===== config.mk =====
export PLATFORM = sky130hd
export DESIGN_NAME = per_pixel_median_of_frames
export DESIGN_NICKNAME = d
export VERILOG_FILES = /design/src/rtl/pmf_pkg.sv /design/src/rtl/pmf_cell.sv /design/src/rtl/per_pixel_median_of_frames.sv
export SDC_FILE = /design/constraint.sdc
export NUM_CORES = 1
export LEC_CHECK = 0
export BUFFER_PORTS_ARGS = -buffer_cell sky130_fd_sc_hd__buf_2
export CAP_MARGIN = 0
export CORE_MARGIN = 4
export CORE_UTILIZATION = 30
export CTS_CLUSTER_DIAMETER = 80
export CTS_CLUSTER_SIZE = 8
export DETAILED_ROUTE_END_ITERATION = 16
export GPL_TIMING_DRIVEN = 0
export PLACE_DENSITY_LB_ADDON = 0.2
export SLEW_MARGIN = 40
export SYNTH_ARGS = -nofsm -noshare
export SYNTH_HDL_FRONTEND = slang
export SYNTH_SLANG_ARGS = --single-unit

===== constraint.sdc =====
create_clock -name clk -period 14.6 [get_ports clk]
set_clock_uncertainty 0.15 [all_clocks]
set_input_delay 2.92 -clock clk [delete_from_list [all_inputs] [get_ports clk]]
set_output_delay 2.92 -clock clk [all_outputs]
set_load 0.01 [all_outputs]

===== src/rtl/pmf_pkg.sv =====
// pmf_pkg: shared types and constants for the per-pixel temporal median block
// holds the request structs, the cell control struct and the default sizes
// no dependencies
`default_nettype none

package pmf_pkg;

    // default sizes, handed down through the top level parameters
    localparam int MAX_IMAGES_DEF  = 16;
    localparam int SAMPLE_BITS_DEF = 8;

    // fixed field widths of the ports
    localparam int FIELD_W = 8;
    localparam int CFG_W   = 5;

    // image count after reset
    localparam logic [CFG_W-1:0] IMAGE_COUNT_RST = CFG_W'(3);

    // one input request: a sample of the current pixel from the next image
    typedef struct packed {
        logic [FIELD_W-1:0] red;
        logic [FIELD_W-1:0] green;
        logic [FIELD_W-1:0] blue;
    } pmf_in_t;

    // one output request: per-channel median of the pixel
    typedef struct packed {
        logic [FIELD_W-1:0] median_red;
        logic [FIELD_W-1:0] median_green;
        logic [FIELD_W-1:0] median_blue;
    } pmf_out_t;

    // control from the top level to one sort cell
    typedef struct packed {
        logic insert;    // a sample is inserted this cycle
        logic occupied;  // the cell holds a sample of the current pixel
    } pmf_cell_ctrl_t;

endpackage

`default_nettype wire


===== src/rtl/pmf_cell.sv =====
// pmf_cell: one slot of a shift-register sorted list for one color channel
// keeps its sample, or takes its left neighbor's, or takes the new sample
// depends on pmf_pkg
`default_nettype none

module pmf_cell #(
    parameter int SAMPLE_BITS = pmf_pkg::SAMPLE_BITS_DEF
) (
    input  wire                         clk,
    input  pmf_pkg::pmf_cell_ctrl_t     ctrl,
    input  wire  [SAMPLE_BITS-1:0]      sample,
    input  wire                         prev_gt,
    input  wire  [SAMPLE_BITS-1:0]      prev_value,
    output logic                        gt,
    output logic [SAMPLE_BITS-1:0]      held_value,
    output logic [SAMPLE_BITS-1:0]      value_next
);
    import pmf_pkg::*;

    logic [SAMPLE_BITS-1:0] value_reg;

    // a held sample larger than the new one moves one place right
    assign gt = ctrl.occupied && (value_reg > sample);

    // held samples not above the new one stay; others take the left value or the new one
    always_comb
    begin
        if (ctrl.occupied && !gt)
        begin
            value_next = value_reg;
        end
        else if (prev_gt)
        begin
            value_next = prev_value;
        end
        else
        begin
            value_next = sample;
        end
    end

    // slot storage
    always_ff @(posedge clk)
    begin
        if (ctrl.insert)
        begin
            value_reg <= value_next;
        end
    end

    // stored sample handed to the right neighbor
    assign held_value = value_reg;

endmodule

`default_nettype wire


===== src/rtl/per_pixel_median_of_frames.sv =====
// per_pixel_median_of_frames: temporal median of N aligned RGB images per pixel
// top level: count and config registers, three rows of sort cells, output register
// depends on pmf_pkg and pmf_cell
//
// Usage:
//   pixel channel (pixel_valid, pixel_stall, pixel) carries one RGB sample of the
//   current pixel from each image in turn. After image_count samples (0 acts as 1,
//   values above MAX_IMAGES act as MAX_IMAGES) the block gives one request on the
//   median channel (median_valid, median_stall, median): the entry at sorted
//   index count/2 of each channel, then starts the next pixel.
//   Each sample is inserted into a row of MAX_IMAGES cells per channel at once,
//   so one sample is taken every cycle unless pixel_stall is high. The median
//   request appears in the cycle after the final sample of a pixel is taken.
//   The median is held in an output register; while it waits under median_stall,
//   samples that do not complete a pixel are still taken. Only a sample that
//   would complete the next pixel is stalled until the median is taken.
//   cfg_we writes image_count from cfg_data; write it only while idle.
//   Reset clears the sample count, the output valid and sets image_count to 3;
//   no clearing pass is needed.
`default_nettype none

module per_pixel_median_of_frames #(
    parameter int MAX_IMAGES  = pmf_pkg::MAX_IMAGES_DEF,
    parameter int SAMPLE_BITS = pmf_pkg::SAMPLE_BITS_DEF
) (
    input  wire                         clk,
    input  wire                         rst_n,
    input  wire                         pixel_valid,
    output logic                        pixel_stall,
    input  pmf_pkg::pmf_in_t            pixel,
    output logic                        median_valid,
    input  wire                         median_stall,
    output pmf_pkg::pmf_out_t           median,
    input  wire                         cfg_we,
    input  wire  [pmf_pkg::CFG_W-1:0]   cfg_data
);
    import pmf_pkg::*;

    localparam int CW = $clog2(MAX_IMAGES + 1);
    localparam int IW = (MAX_IMAGES > 1) ? $clog2(MAX_IMAGES) : 1;
    localparam int NCH = 3;
    localparam int XW = (CW > CFG_W) ? CW : CFG_W;

    logic [CFG_W-1:0]   image_count_reg;
    logic [CW-1:0]      count_reg;
    logic [CW-1:0]      count_next;
    logic               median_valid_reg;
    logic               median_valid_next;
    pmf_out_t           median_reg;
    pmf_out_t           median_next;

    logic [XW-1:0]      cfg_wide;
    logic [CW-1:0]      n_eff;
    logic [CW-1:0]      count_plus;
    logic [IW-1:0]      mid;
    logic               done;
    logic               accept;

    logic [SAMPLE_BITS-1:0] din [NCH];
    logic                   gt [NCH][MAX_IMAGES];
    logic [SAMPLE_BITS-1:0] vheld [NCH][MAX_IMAGES];
    logic [SAMPLE_BITS-1:0] vnext [NCH][MAX_IMAGES];
    pmf_cell_ctrl_t         ctrl [MAX_IMAGES];

    // effective image count, clamped to 1..MAX_IMAGES
    assign cfg_wide = XW'(image_count_reg);
    always_comb
    begin
        priority if (cfg_wide == '0)
        begin
            n_eff = CW'(1);
        end
        else if (cfg_wide > XW'(MAX_IMAGES))
        begin
            n_eff = CW'(MAX_IMAGES);
        end
        else
        begin
            n_eff = CW'(cfg_wide);
        end
    end

    // pixel completes when this sample brings the count to the image count
    assign count_plus  = count_reg + CW'(1);
    assign done        = count_plus >= n_eff;
    assign mid         = IW'(n_eff >> 1);
    assign pixel_stall = median_valid_reg && median_stall && done;
    assign accept      = pixel_valid && !pixel_stall;

    // samples cut to the stored width
    assign din[0] = SAMPLE_BITS'(pixel.red);
    assign din[1] = SAMPLE_BITS'(pixel.green);
    assign din[2] = SAMPLE_BITS'(pixel.blue);

    // rows of sort cells, one row per channel
    for (genvar i = 0; i < MAX_IMAGES; i++)
    begin : g_slot
        assign ctrl[i].insert   = accept;
        assign ctrl[i].occupied = count_reg > CW'(i);
        for (genvar c = 0; c < NCH; c++)
        begin : g_ch
            if (i == 0)
            begin : g_first
                pmf_cell #(
                    .SAMPLE_BITS (SAMPLE_BITS)
                ) u_cell (
                    .clk        (clk),
                    .ctrl       (ctrl[i]),
                    .sample     (din[c]),
                    .prev_gt    (1'b0),
                    .prev_value ({SAMPLE_BITS{1'b0}}),
                    .gt         (gt[c][i]),
                    .held_value (vheld[c][i]),
                    .value_next (vnext[c][i])
                );
            end
            else
            begin : g_rest
                pmf_cell #(
                    .SAMPLE_BITS (SAMPLE_BITS)
                ) u_cell (
                    .clk        (clk),
                    .ctrl       (ctrl[i]),
                    .sample     (din[c]),
                    .prev_gt    (gt[c][i-1]),
                    .prev_value (vheld[c][i-1]),
                    .gt         (gt[c][i]),
                    .held_value (vheld[c][i]),
                    .value_next (vnext[c][i])
                );
            end
        end
    end

    // output register and sample count
    always_comb
    begin
        count_next        = count_reg;
        median_valid_next = median_valid_reg;
        median_next       = median_reg;
        if (median_valid_reg && !median_stall)
        begin
            median_valid_next = 1'b0;
        end
        if (accept)
        begin
            if (done)
            begin
                count_next               = '0;
                median_valid_next        = 1'b1;
                median_next.median_red   = FIELD_W'(vnext[0][mid]);
                median_next.median_green = FIELD_W'(vnext[1][mid]);
                median_next.median_blue  = FIELD_W'(vnext[2][mid]);
            end
            else
            begin
                count_next = count_plus;
            end
        end
    end

    // control registers
    always_ff @(posedge clk or negedge rst_n)
    begin
        if (!rst_n)
        begin
            image_count_reg  <= IMAGE_COUNT_RST;
            count_reg        <= '0;
            median_valid_reg <= 1'b0;
        end
        else
        begin
            if (cfg_we)
            begin
                image_count_reg <= cfg_data;
            end
            count_reg        <= count_next;
            median_valid_reg <= median_valid_next;
        end
    end

    // median payload
    always_ff @(posedge clk)
    begin
        median_reg <= median_next;
    end

    assign median_valid = median_valid_reg;
    assign median       = median_reg;

endmodule

`default_nettype wire


# Word level (Yosys, flattened, before mapping)
# Index checks and enable logic that the tools add are counted.
dict set report word_totals {
  regBits 419
  input_bits 34
  out_inout_bits 26
}
dict set report op_classes {
  magnitude_cmp 67
  add_sub_neg 1
  n_bitwise 1
  muxes 108
  reduce_logical 152
}
# operator n
set op_table {}
lappend op_table {{two-way mux 8 bit} 99}
lappend op_table {{greater-than comparator 8 bit} 48}
lappend op_table {{logical AND 1 bit} 100}
lappend op_table {{binary-select mux 8 bit (select 4 bit)} 3}
lappend op_table {{zero test 1 bit} 50}
lappend op_table {{greater-than comparator 5 x 4 -> 1 bit, second input constant} 8}
lappend op_table {{greater-than comparator 5 x 3 -> 1 bit, second input constant} 4}
lappend op_table {{two-way mux 5 bit} 3}
lappend op_table {{greater-than comparator 5 x 1 -> 1 bit, second input constant} 2}
lappend op_table {{greater-than comparator 5 x 2 -> 1 bit, second input constant} 2}
lappend op_table {{adder 5 x 1 -> 5 bit, second input constant} 1}
lappend op_table {{greater-or-equal comparator 5 bit} 1}
lappend op_table {{greater-or-equal comparator 5 bit, second input constant} 1}
lappend op_table {{greater-than comparator 5 bit, second input constant} 1}
lappend op_table {{zero test 5 bit} 1}
lappend op_table {{inverter 4 -> 5 bit} 1}
lappend op_table {{two-way mux 1 bit} 3}
lappend op_table {{AND reduction 2 bit} 1}

# Logic depth before layout (Yosys ltp)
dict set report depth {
  ltp_word 8
  ltp_mapped 14
  depth_no_buf 12
}

# Hierarchy
# From an unflattened synthesis, not the netlist that was laid out.
dict set report hier_totals {
  hier_cells 1920
  hier_area_um2 20425.8
}
# mod cells_per_inst instances area_per_inst_um2 seq_area_each_um2
set modules_own_cells {}
lappend modules_own_cells {pmf_cell 61 27 639.4 240.2}
lappend modules_own_cells {per_pixel_median_of_frames 273 1 3163.0 998.5}

# Worst setup path before layout
# OpenSTA, ideal clock, no wires.
dict set report synth_path {
  path_kind {input to register}
  startpoint {in median_stall}
  endpoint {reg count_reg[1]}
  cell_stages 4
  arrival_ns 7.626
  path_slack_ns 6.468
  required_ns 14.094
  setup_time_ns 0.356
  cell_sequence {nand2_1 -> o21ai_0 -> inv_1 -> o21ai_0}
}
dict set report synth_via {
  elab_chain_cells 4
}
# item line_no
set synth_lines {}
lappend synth_lines {{start, declared} per_pixel_median_of_frames.sv:32} ;# input wire median_stall,
lappend synth_lines {{logical AND 1 bit (2 in series)} per_pixel_median_of_frames.sv:87} ;# assign pixel_stall = median_valid_reg && median_stall && done;
lappend synth_lines {{zero test 1 bit} per_pixel_median_of_frames.sv:88} ;# assign accept = pixel_valid && !pixel_stall;
lappend synth_lines {{logical AND 1 bit} per_pixel_median_of_frames.sv:88}
lappend synth_lines {{net accept} per_pixel_median_of_frames.sv:57} ;# logic accept;
lappend synth_lines {{end signal, assigned} per_pixel_median_of_frames.sv:177} ;# count_reg <= count_next;
lappend synth_lines {{end, declared} per_pixel_median_of_frames.sv:45} ;# logic [CW-1:0] count_reg;
# The timed path passes the listed nets, and every way through them passes these cells.
# A chain may end at the register's enable or synchronous reset.

# Worst setup path in the final report
dict set report layout_path {
  startpoint {reg image_count_reg[4], in the netlist cfg_wide[4]}
  endpoint {out pixel_stall}
}
dict set report layout_via {
  elab_chain_cells 5
}
# item line_no
set layout_lines {}
lappend layout_lines {{start, declared} per_pixel_median_of_frames.sv:44} ;# logic [CFG_W-1:0] image_count_reg;
lappend layout_lines {{start signal, assigned} per_pixel_median_of_frames.sv:175} ;# image_count_reg <= cfg_data;
lappend layout_lines {{greater-than comparator 5 bit} per_pixel_median_of_frames.sv:73} ;# else if (cfg_wide > XW'(MAX_IMAGES))
lappend layout_lines {{two-way mux 5 bit} per_pixel_median_of_frames.sv:73}
lappend layout_lines {{two-way mux 5 bit (*)} per_pixel_median_of_frames.sv:69} ;# priority if (cfg_wide == '0)
lappend layout_lines {{greater-or-equal comparator 5 bit (*)} per_pixel_median_of_frames.sv:85} ;# assign done = count_plus >= n_eff;
lappend layout_lines {{logical AND 1 bit (*)} per_pixel_median_of_frames.sv:87}
lappend layout_lines {{end, declared} per_pixel_median_of_frames.sv:29} ;# output logic pixel_stall,
# Every way passes the cells marked *; elsewhere a longest branch is shown, timed or not.

==> run metrics <==
status=completed; hold_buf cts=0; WL/cell=around 24 µm; gr usage total=19.7%; DRT antenna net count=0; Synth Warn #=0; clock share of power=a little under a fifth; Placed Instances=2965; Worst-Margin Slew=a little under 900 ps; final hold vios=0; maximum root-to-sink buffer count=3; post-CTS resize count=0; Rel. slew slack=a little over two fifths; synth-to-layout area growth=12.5%; Layout fillers=6855; PwrDens=199 nW/µm²; post-DP HPWL=about 55000 µm; largest net degree at the start of global routing=63; CP endpoint kind=output pin; Layout Nets=approximately 2400; Pint=approximately 0.0026 W; final cycle utilization of the critical path=between 40% and 50%; row count=95; gpl congestion=around 0.91; TritonCTS Buffers=38; H-tree Lvls=2; Pre-antenna DRT Iters=6; io pins=60; slowest CP cell=clkbuf_1; Syn Area/Cell=approximately 10 µm²; share of flip-flops with an asynchronous set or reset=4.38%; Critical Path Source Type=flop; Final Util=34.2%; crit path time final=approximately 6900 ps; Setup Crit Path Kind=flop to output pin; Post-synth EDFFs=240; Reg clk slew, reported paths=50 ps; Initial Utilization=30.4%; area of the multi-input gates=between 10000 and 15000 µm²; worst skew pair latency=about 570 ps; Setup TNS=0 ps; max FFs per register=192; reg2reg setup slack=9320 ps; cell mode on critical path=a21o_1; Leak Pwr=9.81 nW; worst r2r path cells=15; cell count after synthesis=about 2000; routed vias=around 17000; worst min-delay path category=flop to flop; Max Freq=between 0.1 and 0.15 GHz; Reg power frac=a little under a third; Worst VDD drop=between 0.08 and 0.09 mV; post-synth cell types=between 70 and 80; FF+latch area=~7500 µm²; CTS root buffer=clkbuf_16; via/cell ratio=between 5 and 6; most frequent cells in the layout=edfxtp_1, ha_1, mux2i_1, nor2_1, a21oi_1; FF+latch count, synth=about 250; CTS tree=built; hold path cells=2; Die ar.=between 70000 and 80000 µm²; Core ar.=between 60000 and 70000 µm²; Main synth FF type=edfxtp_1; switching pwr=between 0.0015 and 0.002 W; crit path cell chain=clkbuf_1 > nor2b_1 > inv_1 > clkbuf_2 > clkbuf_1 > ha_1 > a21o_1 > a21o_1 > a21o_1 > a21oi_2 > nor2_1 > buf_2; IO buf count=43; register area share after synthesis=between 30 and 40%; DRC Markers=0; # setup viols final=0; non-filler instance count after layout=3021; combinational share of power=roughly half; unrepaired setup endpoints after global routing=false; Clock Sink Count=~250; fraction of layout cells with a size suffix above 1=roughly 11%; CP required=11530 ps; Starting DRT DRC Count=~1300; grt ovf=0; # Max-Cap Violations=0; initial antenna violation count=0; number of global-route vias before repair=between 15000 and 20000; most common cell after layout, fill and taps aside=edfxtp_1; Die X-Extent=approximately 270 µm; CP max stage delay=slightly below 600 ps; first-pass GRT wire length=about 110000 µm; Post-Syn Area=between 20000 and 25000 µm²; setup bufs post-CTS=0; Slew Viols, Final=0; critical-path maximum fanout=10; Net Sw Frac=between 40 and 50%; Die Y=269 µm; Data arrival, critical path=around 3900 ps; syn nets=around 2300; overall routed net length=73000 µm
[metal layers]
| layer | part of all wire, % | track usage, % | up-vias |
|---|---|---|---|
| met5 | 0 | 0 | - |
| met4 | 4.7 | 8.73 | 0 |
| met3 | 6.8 | 3.68 | 133 |
| met2 | 44 | 31.2 | 572 |
| met1 | 44 | 26.5 | 8215 |
| li1 | - | - | 7952 |
[through the flow]
step	hold slack (ps)	cell area [µm²]	setup WS, ps	total power, W
final	411	23000	7660	0.00457
after global placement	373	21700	2780	0.00364
after CTS	402	23000	7370	0.00457
after detailed placement	382	21900	7190	0.00370
after global routing	469	23000	7430	0.00486
after floorplan	389	20400	6470	0.00295
[Yosys cell counts (21+ instances only)]
library cell / count / area [µm²]
a211oi_1: 63 / 473
a21o_1: 21 / 158
a21oi_1: 177 / 886
a2bb2o_1: 21 / 210
clkbuf_1: 79 / 297
edfxtp_1: 240 / 7210
ha_1: 226 / 2830
inv_1: 144 / 541
mux2_2: 66 / 743
mux2i_1: 204 / 2040
nand2_1: 105 / 394
nand2b_1: 23 / 144
nand4_1: 43 / 269
nor2_1: 184 / 691
nor2b_1: 28 / 175
nor3_1: 29 / 145
o21a_1: 38 / 285
o21ai_0: 61 / 305
[power by group through the flow]
stage | logic, W | clock network [W] | registers (W)
2_1_floorplan | 0.00158 | 0 | 0.00137
3_3_place_gp | 0.00218 | 0 | 0.00146
3_5_place_dp | 0.00226 | 0 | 0.00145
4_1_cts | 0.00226 | 0.000867 | 0.00144
5_1_grt | 0.00250 | 0.000892 | 0.00147
6_report | 0.00228 | 0.000846 | 0.00144
[cell families (layout without fill, tap and decap cells)]
family          Yosys count  count (layout)  share of synthesized area, %
compound gates          537             537                          18.6
xor+xnor                  2               2                        0.0858
fa+ha+maj               226             226                          13.8
buf+inv                 252             356                          4.85
flops                   251             251                          36.6
mux                     270             270                          13.6
other cells               0               1                             0
simple gates            505             505                          12.4
[critical path: cells and delay by family, from the launching register on]
| kind | cells | cell delay [ps] |
|---|---|---|
| flip-flops | 1 | 310 |
| AND/OR/NAND/NOR | 2 | 240 |
| AO/OA/AOI/OAI | 4 | 940 |
| buffers and inverters | 5 | 1460 |
| adder cells (fa/ha/maj) | 1 | 360 |
[area by class of cell]
cell class / instances / area share (%)
multi-input cells: 1540 / 52.2
plain buffers: 107 / 1.94
inverters: 145 / 2.40
clock buffers: 50 / 4.43
clock inverters: 5 / 0.207
repair buffers: 49 / 1.48
flip-flops and latches: 251 / 32.6
diodes: 1 / 0.0109
well taps: 873 / 4.75
[worst paths after layout]
path | from | endpoint
min reg2reg | median_valid$_DFF_PN0_ | median_valid$_DFF_PN0_
min | median_valid$_DFF_PN0_ | median_valid$_DFF_PN0_
min in group asynchronous | rst_n | cfg_wide[2]$_DFFE_PN0P_
max in group asynchronous | rst_n | cfg_wide[1]$_DFFE_PN1P_
max reg2reg | cfg_wide[4]$_DFFE_PN0P_ | g_slot[3].g_ch[1].g_rest.u_cell.held_value[2]$_DFFE_PP_
max | cfg_wide[4]$_DFFE_PN0P_ | pixel_stall
Power figures use the tool's default switching activity.
